==> config.mk <==
export PLATFORM = sky130hd
export DESIGN_NAME = wsi_sqrt
export DESIGN_NICKNAME = d
export VERILOG_FILES = /design/src/wsi_pkg.sv /design/src/wsi_sqrt.sv
export SDC_FILE = /design/constraint.sdc
export NUM_CORES = 1
export LEC_CHECK = 0
export ABC_AREA = 0
export BUFFER_PORTS_ARGS = -buffer_cell sky130_fd_sc_hd__buf_2
export CELL_PAD_IN_SITES_DETAIL_PLACEMENT = 1
export CELL_PAD_IN_SITES_GLOBAL_PLACEMENT = 2
export CORE_MARGIN = 1.5
export CORE_UTILIZATION = 34
export CTS_CLUSTER_DIAMETER = 100
export CTS_CLUSTER_SIZE = 14
export DETAILED_ROUTE_END_ITERATION = 8
export PLACE_DENSITY = 0.76
export SLEW_MARGIN = 10
export SYNTH_ARGS = -nofsm -noshare
export SYNTH_HDL_FRONTEND = slang
export SYNTH_SLANG_ARGS = --single-unit
==> constraint.sdc <==
create_clock -name i_clk -period 2.55 [get_ports i_clk]
set_input_delay 0.51 -clock i_clk [delete_from_list [all_inputs] [get_ports i_clk]]
set_output_delay 0.51 -clock i_clk [all_outputs]
set_load 0.02 [all_outputs]
==> src/wsi_pkg.sv <==
// Shared types, codes and constants of the waypoint setpoint interpolator.
// No dependencies; every other file of the block imports this package.
`default_nettype none

package wsi_pkg;

    localparam int MAX_WAYPOINTS_DEF = 64;

    localparam logic [30:0] STEP_RST = 31'd6554;
    localparam logic [30:0] PTOL_RST = 31'd6554;
    localparam logic [14:0] YTOL_RST = 15'd819;

    localparam logic signed [17:0] YAW_PI     = 18'sd25736;
    localparam logic signed [17:0] YAW_TWO_PI = 18'sd51472;
    localparam logic [30:0]        DIST_SAT   = 31'h7FFF_FFFF;

    // operation codes
    localparam logic [1:0] OP_APPEND = 2'd0;
    localparam logic [1:0] OP_START  = 2'd1;
    localparam logic [1:0] OP_TICK   = 2'd2;
    localparam logic [1:0] OP_CANCEL = 2'd3;

    // status codes
    localparam logic [1:0] ST_PROGRESS = 2'd0;
    localparam logic [1:0] ST_DONE     = 2'd1;
    localparam logic [1:0] ST_CANCEL   = 2'd2;
    localparam logic [1:0] ST_REJECT   = 2'd3;

    // configuration register indexes
    localparam logic [1:0] CFG_STEP = 2'd0;
    localparam logic [1:0] CFG_PTOL = 2'd1;
    localparam logic [1:0] CFG_YTOL = 2'd2;

    typedef struct packed {
        logic [1:0]         operation;
        logic signed [31:0] way_x;
        logic signed [31:0] way_y;
        logic signed [31:0] way_z;
        logic signed [15:0] way_heading;
    } t_in;

    typedef struct packed {
        logic [1:0]         status;
        logic [5:0]         active_index;
        logic signed [31:0] target_x;
        logic signed [31:0] target_y;
        logic signed [31:0] target_z;
        logic signed [15:0] target_heading;
        logic [30:0]        distance_to_goal;
    } t_out;

    typedef struct packed {
        logic signed [31:0] x;
        logic signed [31:0] y;
        logic signed [31:0] z;
        logic signed [15:0] h;
    } t_wp;

    // handshake of an iterative unit
    typedef struct packed {
        logic start;
        logic done;
    } t_unit_ctl;

    typedef enum logic [3:0] {
        S_IDLE, S_FETCH, S_START, S_SQ0, S_SQ1, S_SQ2, S_SQ3,
        S_SQRT, S_MUL, S_DIV, S_DIVW
    } t_state;

    typedef enum logic [1:0] {
        PH_START, PH_TICK, PH_PERR, PH_GOAL
    } t_phase;

    // single fold into [-pi, pi]; inputs stay within one turn of that range
    function automatic logic signed [17:0] wrap_yaw(input logic signed [17:0] a);
        logic signed [17:0] r;
        r = a;
        if (a > YAW_PI) begin
            r = a - YAW_TWO_PI;
        end else if (a < -YAW_PI) begin
            r = a + YAW_TWO_PI;
        end
        return r;
    endfunction

endpackage

`default_nettype wire

==> src/wsi_sqrt.sv <==
// Bit-serial integer square root, floor(sqrt) of a 66-bit radicand.
// Depends on wsi_pkg for the unit handshake struct.
`default_nettype none

module wsi_sqrt
    import wsi_pkg::*;
(
    input  wire logic        i_clk,
    input  wire logic        i_rst_n,
    input  wire logic        i_start,
    input  wire logic [65:0] i_radicand,
    output t_unit_ctl        o_ctl,
    output logic [32:0]      o_root
);

    logic [65:0] r_x,    n_x;
    logic [36:0] r_rem,  n_rem;
    logic [32:0] r_root, n_root;
    logic [5:0]  r_cnt,  n_cnt;
    logic        r_busy, n_busy;
    logic        r_done, n_done;
    logic [36:0] rem_sh, trial;

    always_comb begin
        rem_sh = {r_rem[34:0], r_x[65:64]};
        trial  = {2'b00, r_root, 2'b01};
        n_x    = r_x;
        n_rem  = r_rem;
        n_root = r_root;
        n_cnt  = r_cnt;
        n_busy = r_busy;
        n_done = 1'b0;
        if (i_start) begin
            n_x    = i_radicand;
            n_rem  = '0;
            n_root = '0;
            n_cnt  = 6'd33;
            n_busy = 1'b1;
        end else if (r_busy) begin
            n_x = {r_x[63:0], 2'b00};
            if (rem_sh >= trial) begin
                n_rem  = rem_sh - trial;
                n_root = {r_root[31:0], 1'b1};
            end else begin
                n_rem  = rem_sh;
                n_root = {r_root[31:0], 1'b0};
            end
            n_cnt = r_cnt - 6'd1;
            if (r_cnt == 6'd1) begin
                n_busy = 1'b0;
                n_done = 1'b1;
            end
        end
    end

    always_ff @(posedge i_clk) begin
        if (!i_rst_n) begin
            r_busy <= 1'b0;
            r_done <= 1'b0;
            r_cnt  <= '0;
        end else begin
            r_busy <= n_busy;
            r_done <= n_done;
            r_cnt  <= n_cnt;
        end
        r_x    <= n_x;
        r_rem  <= n_rem;
        r_root <= n_root;
    end

    assign o_ctl.start = i_start;
    assign o_ctl.done  = r_done;
    assign o_root      = r_root;

endmodule

`default_nettype wire

==> results of run 1 <==
==> per-layer routing <==
layer,track usage,share of wire
met4,0.0476,0.011
met1,0.227,0.45
met5,0,0
met2,0.331,0.50
met3,0.0478,0.040
==> area by class of cell <==
type | count | area, sq um | share of cell area
clock buffer | 17 | 425 | 0.0376
clock inverter | 15 | 189 | 0.0167
inverter | 48 | 183 | 0.0162
multi-input combinational | 550 | 4530 | 0.401
sequential | 142 | 3570 | 0.316
tap | 313 | 392 | 0.0347
timing repair buffer | 278 | 2010 | 0.178
==> kinds of logic (layout without fill, tap and decap cells) <==
logic type / count (synthesis) / in the layout / synth area share
buffers and inverters: 88 / 358 / 0.0498
DFF: 142 / 142 / 0.442
xor gates and xnor gates: 36 / 36 / 0.0397
and+or+nand+nor: 204 / 204 / 0.117
muxes: 108 / 108 / 0.146
adders and majority gates: 37 / 37 / 0.0583
AOI/OAI and AO/OA: 165 / 165 / 0.147
==> power groups by stage <==
stage	sequential [mW]	clock, mW	combinational, mW
3_3_place_gp	2.75	0	3.33
3_5_place_dp	2.76	0	3.38
5_1_grt	2.74	2.69	4.44
6_report	2.72	2.53	4.09
2_1_floorplan	2.75	0	2.23
4_1_cts	2.71	2.60	3.86
==> repair_timing <==
action / in CTS / in global routing
setup buffers: 10 / 2
endpoints found under the hold margin: 0 / 0
setup endpoints to repair: 36 / 36
gates cloned: 3 / 1
pin swaps: 14 / 17
gates resized for setup: 30 / 30
==> per-stage QoR <==
stage	std cells	setup TNS (ns)
6_report	1363	-8.37
5_1_grt	1363	-12.45
4_1_cts	1360	-7.56
3_5_place_dp	1315	-9.96
3_3_place_gp	1315	-6.19
2_1_floorplan	780	-1.09
==> layout by cell type, fill, tap and decap left out, drive strengths merged, types with 5 or more instances in the layout <==
cell / instances
clkbuf: 18
and3: 6
mux2: 65
and2: 5
xnor2: 16
o21bai: 5
mux2i: 43
xor2: 20
buf: 277
o21ai: 23
nor2b: 6
o21a: 7
inv: 54
o211a: 5
a21o: 13
nand3: 14
clkinv: 9
nor2: 110
dfxtp: 76
ha: 37
a21oi: 57
nor3: 15
a211oi: 32
nand2b: 5
edfxtp: 66
nand2: 26
==> path summary, 6_finish.rpt <==
path,depth (start not counted),to,from,slack (ns)
max reg2reg,13,r_rem[11],o_root[14],-0.28
min,2,r_cnt[0],i_rst_n,0.35
max,13,r_rem[11],o_root[14],-0.28
min reg2reg,2,r_rem[34],r_rem[34],0.50
==> state kept, by name, indices dropped and copies added, names as in the netlist <==
| signal | flops |
|---|---|
| o_root | 33 |
| r_busy | 1 |
| r_cnt | 6 |
| r_done | 1 |
| r_rem | 35 |
| r_x | 66 |
==> Flow_metrics.wiki, run 1 <==
{| class="wikitable"
! Metric !! Value
|-
| Type of element capturing the critical path || flip-flop
|-
| Largest stage delay on the critical path || 0.36 ns
|-
| Area growth from synthesis to final layout || 42.4%
|-
| Total cell area at the placement stage || 10,200 sq um
|-
| Hold/Removal Path Class || in2reg
|-
| Total routing usage reported by global routing || 0.187
|-
| Final critical-path required period || 2.83 ns
|-
| Internal Power || 6.04 mW
|-
| Fill cells || 2,553
|-
| Detailed-route wire length per cell || 16.3 um
|-
| Count of hold-fix buffers inserted at cts || 0
|-
| Antenna diode count || 0
|-
| Die width || 156 um
|-
| Overall power || 9.33 mW
|-
| Utilization after layout || 0.496
|-
| Share of total power in the clock network || 0.271
|-
| Initial cell density of the core || 0.348
|-
| Routability Congestion || 0.779
|-
| Gate count of the mapped netlist || 780
|-
| Arrival time at the worst endpoint || 3.18 ns
|-
| Hold_ws || 0.352 ns
|-
| Core region area || 22,800 sq um
|-
| First-pass GRT wire length || 36,100 um
|-
| Number of DRC violations after detailed routing || 0
|-
| Area share of the largest cell type after synthesis || 0.250
|-
| Tightest Pin Transition || 0.591 ns
|-
| Fraction of registers with async set/reset || 0
|-
| Final-report setup violation count || 36
|-
| Top FF cell, synth || sky130_fd_sc_hd__dfxtp_1
|-
| Leakage power total || 4.77 nW
|-
| Warnings from Yosys || 0
|-
| Maximum clock skew at final layout || 0.0116 ns
|-
| GR Overflow Total || 0
|-
| Sequential cell area fraction in the yosys report || 0.442
|-
| Maximum buffer depth of the clock tree || 2
|-
| Part of the power in combinational logic || 0.438
|-
| Slew headroom || 0.606
|-
| Number of buffers and inverters on the critical path || 3
|-
| Fraction of final layout cells sized beyond drive strength 1 || 0.482
|-
| Sequential fraction of design power || 0.291
|-
| Detailed-router iteration count before antenna repair || 5
|-
| Synth Register Bits || 142
|-
| Number of standard-cell rows in the floorplan || 55
|-
| HPWL after detailed placement || 15,000 um
|-
| Routed Wire Length || 22,200 um
|-
| Worst path cell trace || inv_4, ha_4, and4_4, and3_4, a21boi_4, o211ai_2, a311oi_2, o21ai_1, o211a_4, buf_4, clkbuf_16, o211a_1, nor3_1
|-
| Kind of critical path || reg2reg
|-
| PwrDens || 826 nW/um^2
|-
| Total Die Area || 24,300 sq um
|-
| Synth cell types || 59
|-
| H-tree levels || 4
|-
| Max-slew violation total from the final report || 0
|-
| Num CTS Buffers || 17
|-
| Switching component of the power || 3.29 mW
|-
| Top cell family by delay on the critical path || compound AO/OA/AOI/OAI gates
|-
| CP max FO || 10
|-
| Setup WS post-layout || -0.282 ns
|-
| Via count of the first global-routing pass || 7,204
|-
| TritonCTS clock tree || built
|-
| Via count of the routed design || 6,657
|-
| Switching share of total power || 0.353
|-
| Critical-path top delay cell || sky130_fd_sc_hd__dfxtp_4
|-
| Clk sinks || 142
|-
| DRC violation total after the first TritonRoute iteration || 201
|-
| Die Span Y || 156 um
|-
| Syn nets || 886
|-
| Maximum vdd ir drop || 0.391 mV
|-
| Most common cell in the netlist || sky130_fd_sc_hd__nor2_1
|-
| Post-DRT Antenna Nets || 0
|-
| Synth area leaders || sky130_fd_sc_hd__edfxtp_1 25%, sky130_fd_sc_hd__dfxtp_1 19%, sky130_fd_sc_hd__mux2_2 9.2%
|-
| Critical path required time || 2.89 ns
|-
| Clk Latency, worst-skew pair || 0.43 ns
|-
| Max Cap Violations || 0
|-
| Avg Synthesized Cell Area || 10.2 sq um
|-
| Type of origin of the critical path || flip-flop
|-
| Post-Place Setup Slack || -0.351 ns
|-
| Initial antenna violation count || 0
|-
| Clock Pin Slew Worst Setup and Hold Paths || 0.07 ns
|-
| Share of the clock period used by the worst path after layout || 1.11
|-
| IO Count || 104
|-
| Syn Std Cell Area || 7940 sq um
|-
| EDFF count, synth || 66
|-
| Unrepaired setup endpoints after global routing || true
|-
| Pin count of the biggest net entering global routing || 105
|-
| Synth cell count leaders || 110 x sky130_fd_sc_hd__nor2_1, 76 x sky130_fd_sc_hd__dfxtp_1, 66 x sky130_fd_sc_hd__edfxtp_1
|-
| Final Hold Fails || 0
|-
| # port buffers || 103
|-
| Violated checks || negative setup slack
|-
| Post-route design area || 11,300 sq um
|-
| Final #Nets || 1,143
|-
| Clock root cell || sky130_fd_sc_hd__clkbuf_16
|-
| Outcome || finished, violations left
|-
| Via-per-instance ratio || 4.88
|-
| Cell accounting for the most synthesized area || sky130_fd_sc_hd__edfxtp_1
|-
| Peak Freq || 353 MHz
|}
No activity file was read; power rests on OpenSTA's default activity.
==> run 2: changes to the inputs <==
--- a/config.mk
+++ b/config.mk
@@ -9,6 +9,7 @@
 export BUFFER_PORTS_ARGS = -buffer_cell sky130_fd_sc_hd__buf_2
 export CELL_PAD_IN_SITES_DETAIL_PLACEMENT = 1
 export CELL_PAD_IN_SITES_GLOBAL_PLACEMENT = 2
+export CORE_ASPECT_RATIO = 0.5
 export CORE_MARGIN = 1.5
 export CORE_UTILIZATION = 34
 export CTS_CLUSTER_DIAMETER = 100
==> Flow_metrics.wiki, run 2 (synthesis gave the netlist of run 1 again) <==
{| class="wikitable"
! Metric !! Value
|-
| Routed Wire Length || 22,600 um
|-
| Total cell area at the placement stage || 10,200 sq um
|-
| Setup TNS || -10.15 ns
|-
| CP max FO || 7
|-
| Unrepaired setup endpoints after global routing || true
|-
| TritonCTS clock tree || built
|-
| Via count of the routed design || 6,676
|-
| Outcome || finished, violations left
|-
| Total Die Area || 24,300 sq um
|-
| Commonest cells after routing, fill and taps aside || 169 x sky130_fd_sc_hd__buf_4, 105 x sky130_fd_sc_hd__nor2_1, 102 x sky130_fd_sc_hd__buf_2
|-
| Num CTS Buffers || 17
|-
| CP Launch Point || o_root[22]
|-
| Post-Place Setup Slack || -0.333 ns
|-
| Register with the most flip-flops || r_x
|-
| Peak Freq || 348 MHz
|-
| HP Start || i_rst_n
|-
| PwrDens || 802 nW/um^2
|-
| Die width || 219 um
|-
| Initial antenna violation count || 0
|-
| Antenna diode count || 0
|-
| Worst hold path depth || 2
|-
| Leakage power total || 4.71 nW
|-
| Final #Nets || 1,145
|-
| Via count of the first global-routing pass || 7,377
|-
| DRC violation total after the first TritonRoute iteration || 194
|-
| Post-DRT Antenna Nets || 0
|-
| Endpoint of the worst hold path || r_cnt[0]
|-
| Fill cells || 2,586
|-
| Clock Pin Slew Worst Setup and Hold Paths || 0.07 ns
|-
| Worst Reg2Reg Path Length in Cells || 12
|-
| Fraction of final layout cells sized beyond drive strength 1 || 0.470
|-
| Initial cell density of the core || 0.347
|-
| Setup WS post-layout || -0.327 ns
|-
| Via-per-instance ratio || 4.91
|-
| Type of element capturing the critical path || flip-flop
|-
| Largest stage delay on the critical path || 0.36 ns
|-
| Post-route design area || 11,100 sq um
|-
| Final Non-Filler Cells || 1,359
|-
| # port buffers || 103
|-
| Capture point of the worst reg-to-reg path || r_rem[14]
|-
| Die Span Y || 111 um
|-
| Final-report setup violation count || 36
|-
| Maximum vdd ir drop || 0.413 mV
|-
| Area occupied by registers || 3580 sq um
|-
| Placed cell count || 1,313
|-
| GR Overflow Total || 0
|-
| H-tree levels || 4
|-
| Hold/Removal Path Class || in2reg
|-
| Worst path cell trace || inv_4, ha_4, a21oi_4, o21ai_2, a221o_1, a311oi_2, a311oi_2, o21ai_1, o211a_4, mux2_4, mux2i_1, nor2_1
|-
| Maximum clock skew at final layout || 0.0178 ns
|-
| Critical path required time || 2.86 ns
|-
| Area growth from synthesis to final layout || 39.5%
|-
| Detailed-router iteration count before antenna repair || 4
|-
| Maximum buffer depth of the clock tree || 2
|-
| HPWL after detailed placement || 16,300 um
|-
| Number of DRC violations after detailed routing || 0
|-
| First-pass GRT wire length || 37,900 um
|-
| Utilization after layout || 0.485
|-
| Share of the clock period used by the worst path after layout || 1.13
|-
| IO Count || 104
|-
| Routability Congestion || 0.817
|-
| Critical-path top delay cell || sky130_fd_sc_hd__dfxtp_4
|-
| Tightest Pin Transition || 0.850 ns
|-
| Violated checks || negative setup slack
|-
| Type of origin of the critical path || flip-flop
|-
| Flip-flop count of the largest register, all copies and words added || 66
|-
| Clk sinks || 142
|-
| Total routing usage reported by global routing || 0.197
|-
| Commonest non-fill, non-tap cell in the layout || sky130_fd_sc_hd__buf_4
|-
| Slew headroom || 0.433
|-
| Footprint of the multi-input gates || 4430 sq um
|-
| Reg-to-Reg Start || o_root[22]
|-
| Core region area || 22,800 sq um
|-
| Count of hold-fix buffers inserted at cts || 0
|-
| Overall power || 8.88 mW
|-
| Detailed-route wire length per cell || 16.7 um
|-
| Setup slack of the most critical reg-to-reg path || -0.33 ns
|-
| Kind of critical path || reg2reg
|-
| Max Cap Violations || 0
|-
| Arrival time at the worst endpoint || 3.19 ns
|-
| Number of standard-cell rows in the floorplan || 39
|-
| Hold_ws || 0.315 ns
|-
| Max-slew violation total from the final report || 0
|-
| Cell repeated most along the worst path || sky130_fd_sc_hd__a311oi_2
|-
| Final critical-path required period || 2.88 ns
|-
| Pin count of the biggest net entering global routing || 63
|-
| Final Hold Fails || 0
|-
| Clk Latency, worst-skew pair || 0.45 ns
|-
| Clock root cell || sky130_fd_sc_hd__clkbuf_16
|}
[run 2: repair_timing]
item,CTS,global route
buffers inserted,8,4
gates cloned,2,2
pin swaps,9,9
gates resized for setup,22,21
endpoints found under the setup margin,36,36
[run 2: how the worst max path moves through the flow]
stage | endpoint | cells past startpoint
finish | r_rem[14] | 12
global route | r_rem[32] | 13
CTS | r_rem[2] | 14
detailed placement | r_rem[32] | 12
global placement | r_rem[28] | 12
floorplan | r_rem[13] | 14
[run 2: routing by layer]
layer	vias to the layer above	global-route usage	share of wire
li1	3304	-	-
met1	3250	0.255	0.48
met2	101	0.318	0.46
met3	21	0.0595	0.050
met4	0	0.0543	0.012
met5	-	0	0
[run 2: final cells by class]
type,instances,share of cell area
flip-flops and latches,142,0.323
repair buffers,280,0.176
clock inverters,14,0.00984
clock buffers,18,0.0388
well taps,307,0.0347
inverters,48,0.0165
multi-input cells,550,0.401
[run 2: critical path: cells and delay by family, from the launching register on]
family / cells / cell delay (ns)
AO/OA/AOI/OAI: 7 / 1.58
multiplexers: 2 / 0.47
flip-flops: 1 / 0.36
adder cells (fa/ha/maj): 1 / 0.23
AND/OR/NAND/NOR: 1 / 0.05
buffers and inverters: 1 / 0.03
[run 2: where the power goes]
| part | internal (mW) | total [mW] | switching, mW |
|---|---|---|---|
| sequential | 2.60 | 2.72 | 0.113 |
| clock | 1.26 | 2.33 | 1.07 |
| combinational | 1.95 | 3.83 | 1.88 |
