<file path="src/wsi_pkg.sv">
// Shared types, codes and constants of the waypoint setpoint interpolator.
// No dependencies; every other file of the block imports this package.
`default_nettype none

package wsi_pkg;

    localparam int MAX_WAYPOINTS_DEF = 64;

    localparam logic [30:0] STEP_RST = 31'd6554;
    localparam logic [30:0] PTOL_RST = 31'd6554;
    localparam logic [14:0] YTOL_RST = 15'd819;

    localparam logic signed [17:0] YAW_PI     = 18'sd25736;
    localparam logic signed [17:0] YAW_TWO_PI = 18'sd51472;
    localparam logic [30:0]        DIST_SAT   = 31'h7FFF_FFFF;

    // operation codes
    localparam logic [1:0] OP_APPEND = 2'd0;
    localparam logic [1:0] OP_START  = 2'd1;
    localparam logic [1:0] OP_TICK   = 2'd2;
    localparam logic [1:0] OP_CANCEL = 2'd3;

    // status codes
    localparam logic [1:0] ST_PROGRESS = 2'd0;
    localparam logic [1:0] ST_DONE     = 2'd1;
    localparam logic [1:0] ST_CANCEL   = 2'd2;
    localparam logic [1:0] ST_REJECT   = 2'd3;

    // configuration register indexes
    localparam logic [1:0] CFG_STEP = 2'd0;
    localparam logic [1:0] CFG_PTOL = 2'd1;
    localparam logic [1:0] CFG_YTOL = 2'd2;

    typedef struct packed {
        logic [1:0]         operation;
        logic signed [31:0] way_x;
        logic signed [31:0] way_y;
        logic signed [31:0] way_z;
        logic signed [15:0] way_heading;
    } t_in;

    typedef struct packed {
        logic [1:0]         status;
        logic [5:0]         active_index;
        logic signed [31:0] target_x;
        logic signed [31:0] target_y;
        logic signed [31:0] target_z;
        logic signed [15:0] target_heading;
        logic [30:0]        distance_to_goal;
    } t_out;

    typedef struct packed {
        logic signed [31:0] x;
        logic signed [31:0] y;
        logic signed [31:0] z;
        logic signed [15:0] h;
    } t_wp;

    // handshake of an iterative unit
    typedef struct packed {
        logic start;
        logic done;
    } t_unit_ctl;

    typedef enum logic [3:0] {
        S_IDLE, S_FETCH, S_START, S_SQ0, S_SQ1, S_SQ2, S_SQ3,
        S_SQRT, S_MUL, S_DIV, S_DIVW
    } t_state;

    typedef enum logic [1:0] {
        PH_START, PH_TICK, PH_PERR, PH_GOAL
    } t_phase;

    // single fold into [-pi, pi]; inputs stay within one turn of that range
    function automatic logic signed [17:0] wrap_yaw(input logic signed [17:0] a);
        logic signed [17:0] r;
        r = a;
        if (a > YAW_PI) begin
            r = a - YAW_TWO_PI;
        end else if (a < -YAW_PI) begin
            r = a + YAW_TWO_PI;
        end
        return r;
    endfunction

endpackage

`default_nettype wire

</file>
<file path="src/wsi_div.sv">
// Restoring divider, 64-bit numerator by 33-bit divisor, 32-bit quotient;
// the caller keeps the quotient below 2^32. Depends on wsi_pkg.
`default_nettype none

module wsi_div
    import wsi_pkg::*;
(
    input  wire logic        i_clk,
    input  wire logic        i_rst_n,
    input  wire logic        i_start,
    input  wire logic [63:0] i_num,
    input  wire logic [32:0] i_den,
    output t_unit_ctl        o_ctl,
    output logic [31:0]      o_quo
);

    logic [32:0] r_rem,  n_rem;
    logic [31:0] r_lo,   n_lo;
    logic [32:0] r_den,  n_den;
    logic [5:0]  r_cnt,  n_cnt;
    logic        r_busy, n_busy;
    logic        r_done, n_done;
    logic [33:0] rem2;

    always_comb begin
        rem2   = {r_rem, r_lo[31]};
        n_rem  = r_rem;
        n_lo   = r_lo;
        n_den  = r_den;
        n_cnt  = r_cnt;
        n_busy = r_busy;
        n_done = 1'b0;
        if (i_start) begin
            n_rem  = {1'b0, i_num[63:32]};
            n_lo   = i_num[31:0];
            n_den  = i_den;
            n_cnt  = 6'd32;
            n_busy = 1'b1;
        end else if (r_busy) begin
            if (rem2 >= {1'b0, r_den}) begin
                n_rem = 33'(rem2 - {1'b0, r_den});
                n_lo  = {r_lo[30:0], 1'b1};
            end else begin
                n_rem = rem2[32:0];
                n_lo  = {r_lo[30:0], 1'b0};
            end
            n_cnt = r_cnt - 6'd1;
            if (r_cnt == 6'd1) begin
                n_busy = 1'b0;
                n_done = 1'b1;
            end
        end
    end

    always_ff @(posedge i_clk) begin
        if (!i_rst_n) begin
            r_busy <= 1'b0;
            r_done <= 1'b0;
            r_cnt  <= '0;
        end else begin
            r_busy <= n_busy;
            r_done <= n_done;
            r_cnt  <= n_cnt;
        end
        r_rem <= n_rem;
        r_lo  <= n_lo;
        r_den <= n_den;
    end

    assign o_ctl.start = i_start;
    assign o_ctl.done  = r_done;
    assign o_quo       = r_lo;

endmodule

`default_nettype wire

</file>
<file path="config.mk">
export PLATFORM = sky130hd
export DESIGN_NAME = wsi_div
export DESIGN_NICKNAME = d
export VERILOG_FILES = /design/src/wsi_pkg.sv /design/src/wsi_div.sv
export SDC_FILE = /design/constraint.sdc
export NUM_CORES = 1
export LEC_CHECK = 0
export BUFFER_PORTS_ARGS = -buffer_cell sky130_fd_sc_hd__buf_2
export CAP_MARGIN = 25
export CORE_AREA = 2 2 109 111
export DETAILED_ROUTE_END_ITERATION = 8
export DIE_AREA = 0 0 111 113
export PLACE_DENSITY = 0.8
export REMOVE_ABC_BUFFERS = 1
export SLEW_MARGIN = 0
export SYNTH_ARGS = -nofsm -noshare
export SYNTH_HDL_FRONTEND = slang
export SYNTH_SLANG_ARGS = --single-unit
</file>
<file path="constraint.sdc">
create_clock -name i_clk -period 3.5 [get_ports i_clk]
set_input_delay 0.525 -clock i_clk [delete_from_list [all_inputs] [get_ports i_clk]]
set_output_delay 0.525 -clock i_clk [all_outputs]
set_load 0.05 [all_outputs]
</file>
==> metrics.cfg, run 1 <==
[outcome]
status = finished, final reports clean

[logic_synthesis]
syn_area_per_cell_um2 = 11.0
yosys.area_share.simple_pct = 9.84
synth.area.mux_share_pct = 8.93
synth_top_area_share_pct = 47.2
synthCells = 561
synth_area_leader_cell = edfxtp_1
ys_warn_count = 0
ys.flop_type = edfxtp_1
synthAdderAreaFrac_pct = 7.43
synth.most_common_cell = edfxtp_1
synth_top_family_by_area = compound AO/OA/AOI/OAI gates
yosys_register_bits = 106
ys_seq_area_share_pct = 50.2
synth.distinct_cells = 60
ys_top_cells_by_area = edfxtp_1, ha_1, mux2_2
synthTopCellsByCount = edfxtp_1, nand2_1, inv_1
synthArstFlopShare_pct = 0
synth_compound_area_share_pct = 14.2
syn_area_um2 = 6170
synth_edf_count = 97
synth_xor_area_share_pct = 4.83

[timing]
hold_viol = 0
setup_violations = 0
maxSlewViolCount = 0
worst_slew_pin_slew_ps = 825
rsz0062_at_grt = false
finalCritPeriodShare_pct = 94.9
fin_worst_skew_ps = 13.2
slew_headroom_pct = 45.0
fmax_mhz = 301
fin_crit_ps = 3320

[job]
cap_violations = 0

[setup_path]
path_delay_family = compound AO/OA/AOI/OAI gates
critical_path_class = flip-flop to flip-flop
crit_path_max_fanout = 12
reg2reg_from = o_quo[31]
critPathLaunchType = flip-flop
worst-path-buf-inv = 2
startpoint = o_quo[31]
r2r_cells = 12
path_cells = inv_1 > ha_1 > inv_1 > fa_1 > a21o_1 > a221oi_2 > o31a_1 > o21ai_2 > o21ai_1 > a21oi_4 > nand2b_1 > o21ai_0
r2r-end = r_rem[16]
endpoint_kind = flip-flop
cp_slowest_stage_delay_ps = 410
slowest_stage = fa_1
worstPathRequired_ps = 3570
worstPathArrival_ps = 3390
r2r_setup_slack_ps = 180
crit_top_cell = inv_1

[clocking]
h-tree-depth = 3
clockBufferDepth = 2
cts_hold_buf = 0
clkTransAtPathRegs_ps = 70
cts_sinks = 106
clock_latency_ps = 350
cts_made_buffers = 9
cts_tree = done
cts-root-buf = clkbuf_16

[floorplanning]
ios = 134
core_area_um2 = 11300
dieHeight_um = 113
start_util_pct = 54.7
floorplan.die_area_um2 = 12500
rows = 39
dieWidth_um = 111

[detailed_routing]
routedWlPerCell_um = 15.8
vias = 4597
drc = 0
viasPerCell = 5.49
drt_wl_total_um = 13300
dr.first_iter.drc_count = 338
ant_nets = 0
drtPass1Iterations = 4

[power]
powerDensity_nw_per_um2 = 642
switching_share_pct = 36.0
p_leak_nw = 3.14
intPower_mw = 3.00
p_switching_mw = 1.69
p_total_mw = 4.68
p_clk_share_pct = 21.2
ir_drop_mv = 0.531
pwr-share-seq_pct = 36.8
pwr-share-comb_pct = 42.0

[cells_and_area]
finalCoreUtilization_pct = 64.7
drive_gt1_share_pct = 28.8
num_antenna_cells = 0
fin_nets = 826
syn2layout_area_growth_pct = 18.2

[global_routing]
grt_max_degree = 74
overflow = 0
antenna_found_initial = 0
use_met1_pct = 28.5
grt_pass1_wl_um = 21800
busiest_layer = met2
grt_usage_pct = 21.4
grt_pass1_vias = 4684
grt_use_met3_pct = 4.98
met2_usage_pct = 35.2

[place]
io_buffers = 133
place_congestion = 0.868
dp_hpwl_um = 9780

[worst_hold_path]
hp-start = i_den[2]
min_to = r_den[2]
hold_path.class = input pin to flip-flop
holdPathStages = 1

kinds of logic (layout without fill, tap and decap cells):
logic type                 after synthesis  after routing
adders and majority gates               36             36
xor gates and xnor gates                34             34
and+or+nand+nor                        126            126
AOI/OAI and AO/OA                      138            138
DFF                                    106            106
muxes                                   51             51
buffers and inverters                   70            204
final cells by class:
class                   count  area (µm²)
fillers                   903        3980
inverters                  44         165
clock inverters             5        55.1
flip-flops and latches    106        3090
well taps                 143         179
repair buffers            144         776
multi-input cells         385        2790
clock buffers              11         233
worst max-delay path by stage:
stage                            to  slack, ps  cells after the start
after CTS                 r_rem[30]        150                     13
after floorplan            r_rem[9]        -30                     13
after global routing      r_rem[30]          8                     13
final                     r_rem[16]        180                     12
after detailed placement   r_rem[0]        210                     13
after global placement    r_rem[30]        300                     13
cells in the final DEF, fill, tap and decap left out, drive strengths merged, types with 3 or more instances in the layout:
master	Yosys	final
nand2b	7	7
a21oi	39	39
or2	4	4
nor3b	11	11
edfxtp	97	97
buf	6	144
nand2	51	51
nor3	8	8
a21o	17	17
mux2	32	32
dfxtp	9	9
clkbuf	20	11
mux2i	19	19
o21ai	47	47
nand4	8	8
nor2	21	21
xnor2	21	21
xor2	13	13
inv	44	44
a221o	3	3
clkinv	0	3
ha	35	35
a31o	3	3
nand3	7	7
a211oi	4	4
through the flow:
| stage | std cells | setup slack (ps) | area, µm² | hold slack, ps | TNS (ps) |
|---|---|---|---|---|---|
| 3_3_place_gp | 819 | 297 | 6980 | 476 | 0 |
| 6_report | 838 | 180 | 7290 | 342 | 0 |
| 2_1_floorplan | 535 | -31.5 | 6050 | 462 | -45.1 |
| 3_5_place_dp | 819 | 209 | 6980 | 478 | 0 |
| 5_1_grt | 838 | 8.48 | 7290 | 333 | 0 |
| 4_1_cts | 835 | 151 | 7270 | 327 | 0 |
metal layers:
layer  up-vias  routed length, µm
li1       2310                  -
met1      2156               6110
met2       114               6280
met3        17                656
met4         0                224
met5         -                  0
power groups by stage:
stage	registers (mW)	logic, mW	clock network, mW
2_1_floorplan	1.87	1.31	0
3_3_place_gp	1.74	1.89	0
3_5_place_dp	1.75	1.93	0
4_1_cts	1.72	1.94	1.02
5_1_grt	1.75	2.16	1.06
6_report	1.72	1.96	0.993
sequential cells by signal, indices dropped and copies added, names as in the netlist:
signal,count
r_den,33
r_rem,33
o_quo,32
r_cnt,6
r_busy,1
r_done,1
what timing repair did:
action / 4_1_cts / 5_1_grt
buffers inserted: 0 / 3
hold endpoints to repair: 0 / 0
gates resized for setup: 0 / 0
setup endpoints to repair: 0 / 7
Note: power is estimated with default switching activity, not from simulation.
==> run 2, diff against run 1 <==
--- a/config.mk
+++ b/config.mk
@@ -5,12 +5,12 @@
 export SDC_FILE = /design/constraint.sdc
 export NUM_CORES = 1
 export LEC_CHECK = 0
-export BUFFER_PORTS_ARGS = -buffer_cell sky130_fd_sc_hd__buf_2
 export CAP_MARGIN = 25
-export CORE_AREA = 2 2 109 111
+export CORE_AREA = 2 2 105 107
 export DETAILED_ROUTE_END_ITERATION = 8
-export DIE_AREA = 0 0 111 113
-export PLACE_DENSITY = 0.8
+export DIE_AREA = 0 0 107 109
+export DONT_BUFFER_PORTS = 1
+export PLACE_DENSITY = 0.74
 export REMOVE_ABC_BUFFERS = 1
 export SLEW_MARGIN = 0
 export SYNTH_ARGS = -nofsm -noshare
==> metrics.cfg, run 2 (synthesis results as in run 1) <==
[detailed_routing]
routedWlPerCell_um = 17.7
dr.first_iter.drc_count = 274
viasPerCell = 5.92
drc = 0
drtPass1Iterations = 4
ant_nets = 0
vias = 4178
drt_wl_total_um = 12500

[place]
io_buffers = 0
place_congestion = 0.943
dp.cells = 687
dp_hpwl_um = 8630

[global_routing]
grt_pass1_wl_um = 19900
antenna_found_initial = 0
overflow = 0
grt_usage_pct = 22.0
grt_max_degree = 142
grt_pass1_vias = 4251

[timing]
maxSlewViolCount = 0
finalCritPeriodShare_pct = 92.9
setup_violations = 0
fin_crit_ps = 3250
worst_slew_pin_slew_ps = 868
fmax_mhz = 308
slew_headroom_pct = 42.0
fin_worst_skew_ps = 9.33
hold_viol = 0
hold_ws_ps = 234

[cells_and_area]
num_antenna_cells = 0
fillers = 884
register_area_um2 = 3090
finalNonFillerCells = 706
final_common_cell = edfxtp_1
fin_nets = 698
multi_input_area_um2 = 2820
final_cell_mix = edfxtp_1, nand2_1, inv_1
drive_gt1_share_pct = 13.4
syn2layout_area_growth_pct = 6.37

[power]
p_clk_share_pct = 17.0
p_leak_nw = 2.59
pwr-share-seq_pct = 42.7
p_total_mw = 4.37
ir_drop_mv = 0.386
p_switching_mw = 1.64
switching_share_pct = 37.5
pwr-share-comb_pct = 40.3
powerDensity_nw_per_um2 = 667
intPower_mw = 2.73

[floorplanning]
ios = 134
floorplan.die_area_um2 = 11700
core_area_um2 = 10600
dieWidth_um = 107
rows = 38
dieHeight_um = 109
start_util_pct = 58.2

[worst_hold_path]
hold_path.class = input pin to flip-flop
holdPathStages = 0
hp-start = i_den[2]
min_to = r_den[2]

[setup_path]
endpoint_kind = flip-flop
worstPathArrival_ps = 3480
reg2reg_from = o_quo[31]
critPathLaunchType = flip-flop
critical_path_class = flip-flop to flip-flop
r2r_setup_slack_ps = 250
crit_path_max_fanout = 11
worstPathRequired_ps = 3730
r2r-end = r_rem[29]
r2r_cells = 14

[clocking]
clkTransAtPathRegs_ps = 100
clock_latency_ps = 380
cts_sinks = 106
cts_tree = done
h-tree-depth = 3
clockBufferDepth = 2
cts_hold_buf = 0
cts-root-buf = clkbuf_8
cts_made_buffers = 9

[outcome]
status = finished, final reports clean

[job]
cap_violations = 0

[run 2: cell count changes in the layout (fill, tap and decap cells not counted), moves of 2 or more]
cell and change:
clkbuf_16 -9, buf_4 +5, clkbuf_1 -2, buf_12 -2
buf_2 -132, clkbuf_8 +9
[run 2: metrics by stage]
| step | cell area (µm²) | setup TNS, ps | utilization [%] | setup slack [ps] |
|---|---|---|---|---|
| finish | 6560 | 0 | 61.9 | 249 |
| global route | 6560 | -0.330 | 61.9 | -0.330 |
| CTS | 6500 | 0 | 61.3 | 73.3 |
| detailed placement | 6310 | 0 | 59.5 | 97.0 |
| global placement | 6310 | 0 | 59.5 | 226 |
| floorplan | 6050 | -45.1 | - | -31.5 |
[run 2: metal layers]
metal | track usage [%] | vias up | routed length (µm) | share of wire, %
met4 | 11.9 | 0 | 456 | 3.7
met2 | 34.0 | 150 | 5660 | 45
met5 | 0 | - | 0 | 0
met3 | 7.89 | 33 | 990 | 7.9
li1 | - | 2054 | - | -
met1 | 27.1 | 1941 | 5380 | 43
[run 2: worst max-delay path, stage by stage, from the launching register on]
cell	delay, ps
edfxtp_1	390
inv_1	90
ha_1	170
inv_1	60
fa_1	410
a21o_1	240
a221oi_4	270
o31a_1	250
o21ai_2	130
o21ai_2	250
a21oi_4	190
buf_4	270
nor3b_1	250
a21oi_1	70
o21ai_0	70
[run 2: cell type report]
type | count | area share, %
inverters | 44 | 2.56
multi-input cells | 386 | 43.0
repair buffers | 15 | 1.72
clock buffers | 9 | 1.89
well taps | 140 | 2.67
flip-flops and latches | 106 | 47.2
clock inverters | 6 | 1.03
[run 2: how the worst max path moves through the flow]
stage / start / endpoint / slack [ps] / cells after the start
finish: o_quo[31] / r_rem[29] / 250 / 14
floorplan: o_quo[31] / r_rem[9] / -30 / 13
detailed placement: o_quo[31] / r_rem[30] / 100 / 13
global placement: o_quo[31] / r_rem[30] / 230 / 13
global route: o_quo[31] / r_rem[28] / -0.3 / 14
CTS: o_quo[31] / r_rem[30] / 70 / 13
[run 2: power by group through the flow]
stage | sequential, mW | clock [mW] | combinational, mW
2_1_floorplan | 1.87 | 0 | 1.31
3_3_place_gp | 1.89 | 0 | 1.64
3_5_place_dp | 1.89 | 0 | 1.67
4_1_cts | 1.87 | 0.774 | 1.68
5_1_grt | 1.89 | 0.813 | 1.96
6_report | 1.87 | 0.745 | 1.76
[run 2: timing repair]
item | in CTS | in global routing
setup buffers | 0 | 3
setup endpoints to repair | 0 | 24
resized for setup | 0 | 5
==> run 3, diff against run 2 <==
--- a/config.mk
+++ b/config.mk
@@ -10,7 +10,7 @@
 export DETAILED_ROUTE_END_ITERATION = 8
 export DIE_AREA = 0 0 107 109
 export DONT_BUFFER_PORTS = 1
-export PLACE_DENSITY = 0.74
+export PLACE_DENSITY = 0.81
 export REMOVE_ABC_BUFFERS = 1
 export SLEW_MARGIN = 0
 export SYNTH_ARGS = -nofsm -noshare
==> constraint.sdc (replaced) <==
create_clock -name i_clk -period 3.4 [get_ports i_clk]
set_input_delay 0.51 -clock i_clk [delete_from_list [all_inputs] [get_ports i_clk]]
set_output_delay 0.51 -clock i_clk [all_outputs]
set_load 0.05 [all_outputs]
==> metrics.cfg, run 3 (synthesis results as in run 1) <==
[timing]
slew_headroom_pct = 63.2
setup_slack_ps = 259
fin_crit_ps = 3140
hold_ws_ps = 206
maxSlewViolCount = 0
hold_viol = 0
fin_worst_skew_ps = 15.2
finalCritPeriodShare_pct = 92.4
worst_slew_pin_slew_ps = 550
fin_tns_setup_ps = 0
rsz0062_at_grt = false
fmax_mhz = 318
setup_violations = 0

[global_routing]
grt_pass1_vias = 4155
antenna_found_initial = 0
overflow = 0
grt_max_degree = 142
grt_usage_pct = 21.8
grt_pass1_wl_um = 19700

[place]
place_congestion = 0.932
io_buffers = 0
place_ws_ps = 74.6
placed_cell_area_um2 = 6290
dp.cells = 684
dp_hpwl_um = 8710

[cells_and_area]
final_common_cell = edfxtp_1
drive_gt1_share_pct = 12.4
finalNonFillerCells = 704
num_antenna_cells = 0
final_cell_mix = edfxtp_1, nand2_1, inv_1
finalCoreUtilization_pct = 61.3
fin_nets = 695
fin_area_um2 = 6500
syn2layout_area_growth_pct = 5.44
fillers = 876

[clocking]
clkTransAtPathRegs_ps = 100
h-tree-depth = 3
cts_made_buffers = 9
cts_sinks = 106
clock_latency_ps = 390
cts-root-buf = clkbuf_8
clockBufferDepth = 2
cts_hold_buf = 0
cts_tree = done

[detailed_routing]
routedWlPerCell_um = 17.7
viasPerCell = 5.94
drtPass1Iterations = 5
drt_wl_total_um = 12500
vias = 4179
drc = 0
ant_nets = 0
dr.first_iter.drc_count = 307

[setup_path]
worstPathRequired_ps = 3550
crit_path_max_fanout = 13
cp_slowest_stage_delay_ps = 400
slowest_stage = fa_1
endpoint_kind = flip-flop
critPathLaunchType = flip-flop
critical_path_class = flip-flop to flip-flop
worstPathArrival_ps = 3290
path_cells = inv_1 > ha_1 > inv_1 > fa_1 > a21o_1 > a221oi_4 > o31a_1 > o21ai_2 > o21ai_2 > a21oi_4 > inv_2 > nor2_1 > a221o_1

[power]
powerDensity_nw_per_um2 = 680
p_leak_nw = 2.55
p_total_mw = 4.42
ir_drop_mv = 0.403

[floorplanning]
ios = 134
core_area_um2 = 10600
start_util_pct = 58.2
floorplan.die_area_um2 = 11700
dieHeight_um = 109
rows = 38
dieWidth_um = 107

[worst_hold_path]
hold_path.class = input pin to flip-flop

[outcome]
status = finished, final reports clean

[job]
cap_violations = 0

run 3: cell type report:
type                       count  area, µm²  share of cell area, %
clock buffer                  10        128                   1.96
clock inverter                 6       40.0                  0.616
inverter                      44        165                   2.54
multi-input combinational    385       2800                   43.1
sequential                   106       3090                   47.6
tap                          140        175                   2.69
timing repair buffer          13       97.6                   1.50
run 3: final timing paths:
| path | from | slack [ps] | cells after the start | to |
|---|---|---|---|---|
| setup / recovery | o_quo[31] | 260 | 13 | r_rem[30] |
| hold reg to reg | r_cnt[0] | 520 | 2 | r_cnt[0] |
| setup reg to reg | o_quo[31] | 260 | 13 | r_rem[30] |
| hold / removal | i_den[9] | 210 | 0 | r_den[9] |
run 3: worst max-delay path, delay by kind of cell, from the launching register on:
family                   cells  cell delay [ps]
AND/OR/NAND/NOR              1               80
flip-flops                   1              390
AO/OA/AOI/OAI                7             1530
adder cells (fa/ha/maj)      2              570
buffers and inverters        3              330
run 3: layer usage:
metal | global-route usage [%] | wire, µm | vias up
li1 | - | - | 2045
met1 | 27.3 | 5360 | 1963
met2 | 35.3 | 5840 | 151
met3 | 7.11 | 992 | 20
met4 | 8.63 | 261 | 0
met5 | 0 | 0 | -
run 3: power breakdown:
part	internal [mW]	switching, mW	leakage (nW)
Sequential	1.67	0.251	1.05
Combinational	0.798	0.988	1.43
Clock	0.267	0.445	0.0784
Total	2.74	1.68	2.55
run 3: repair_timing:
item                                    CTS  global route
buffers inserted                          0             4
endpoints found under the setup margin    0            23
gates resized for setup                   0             2
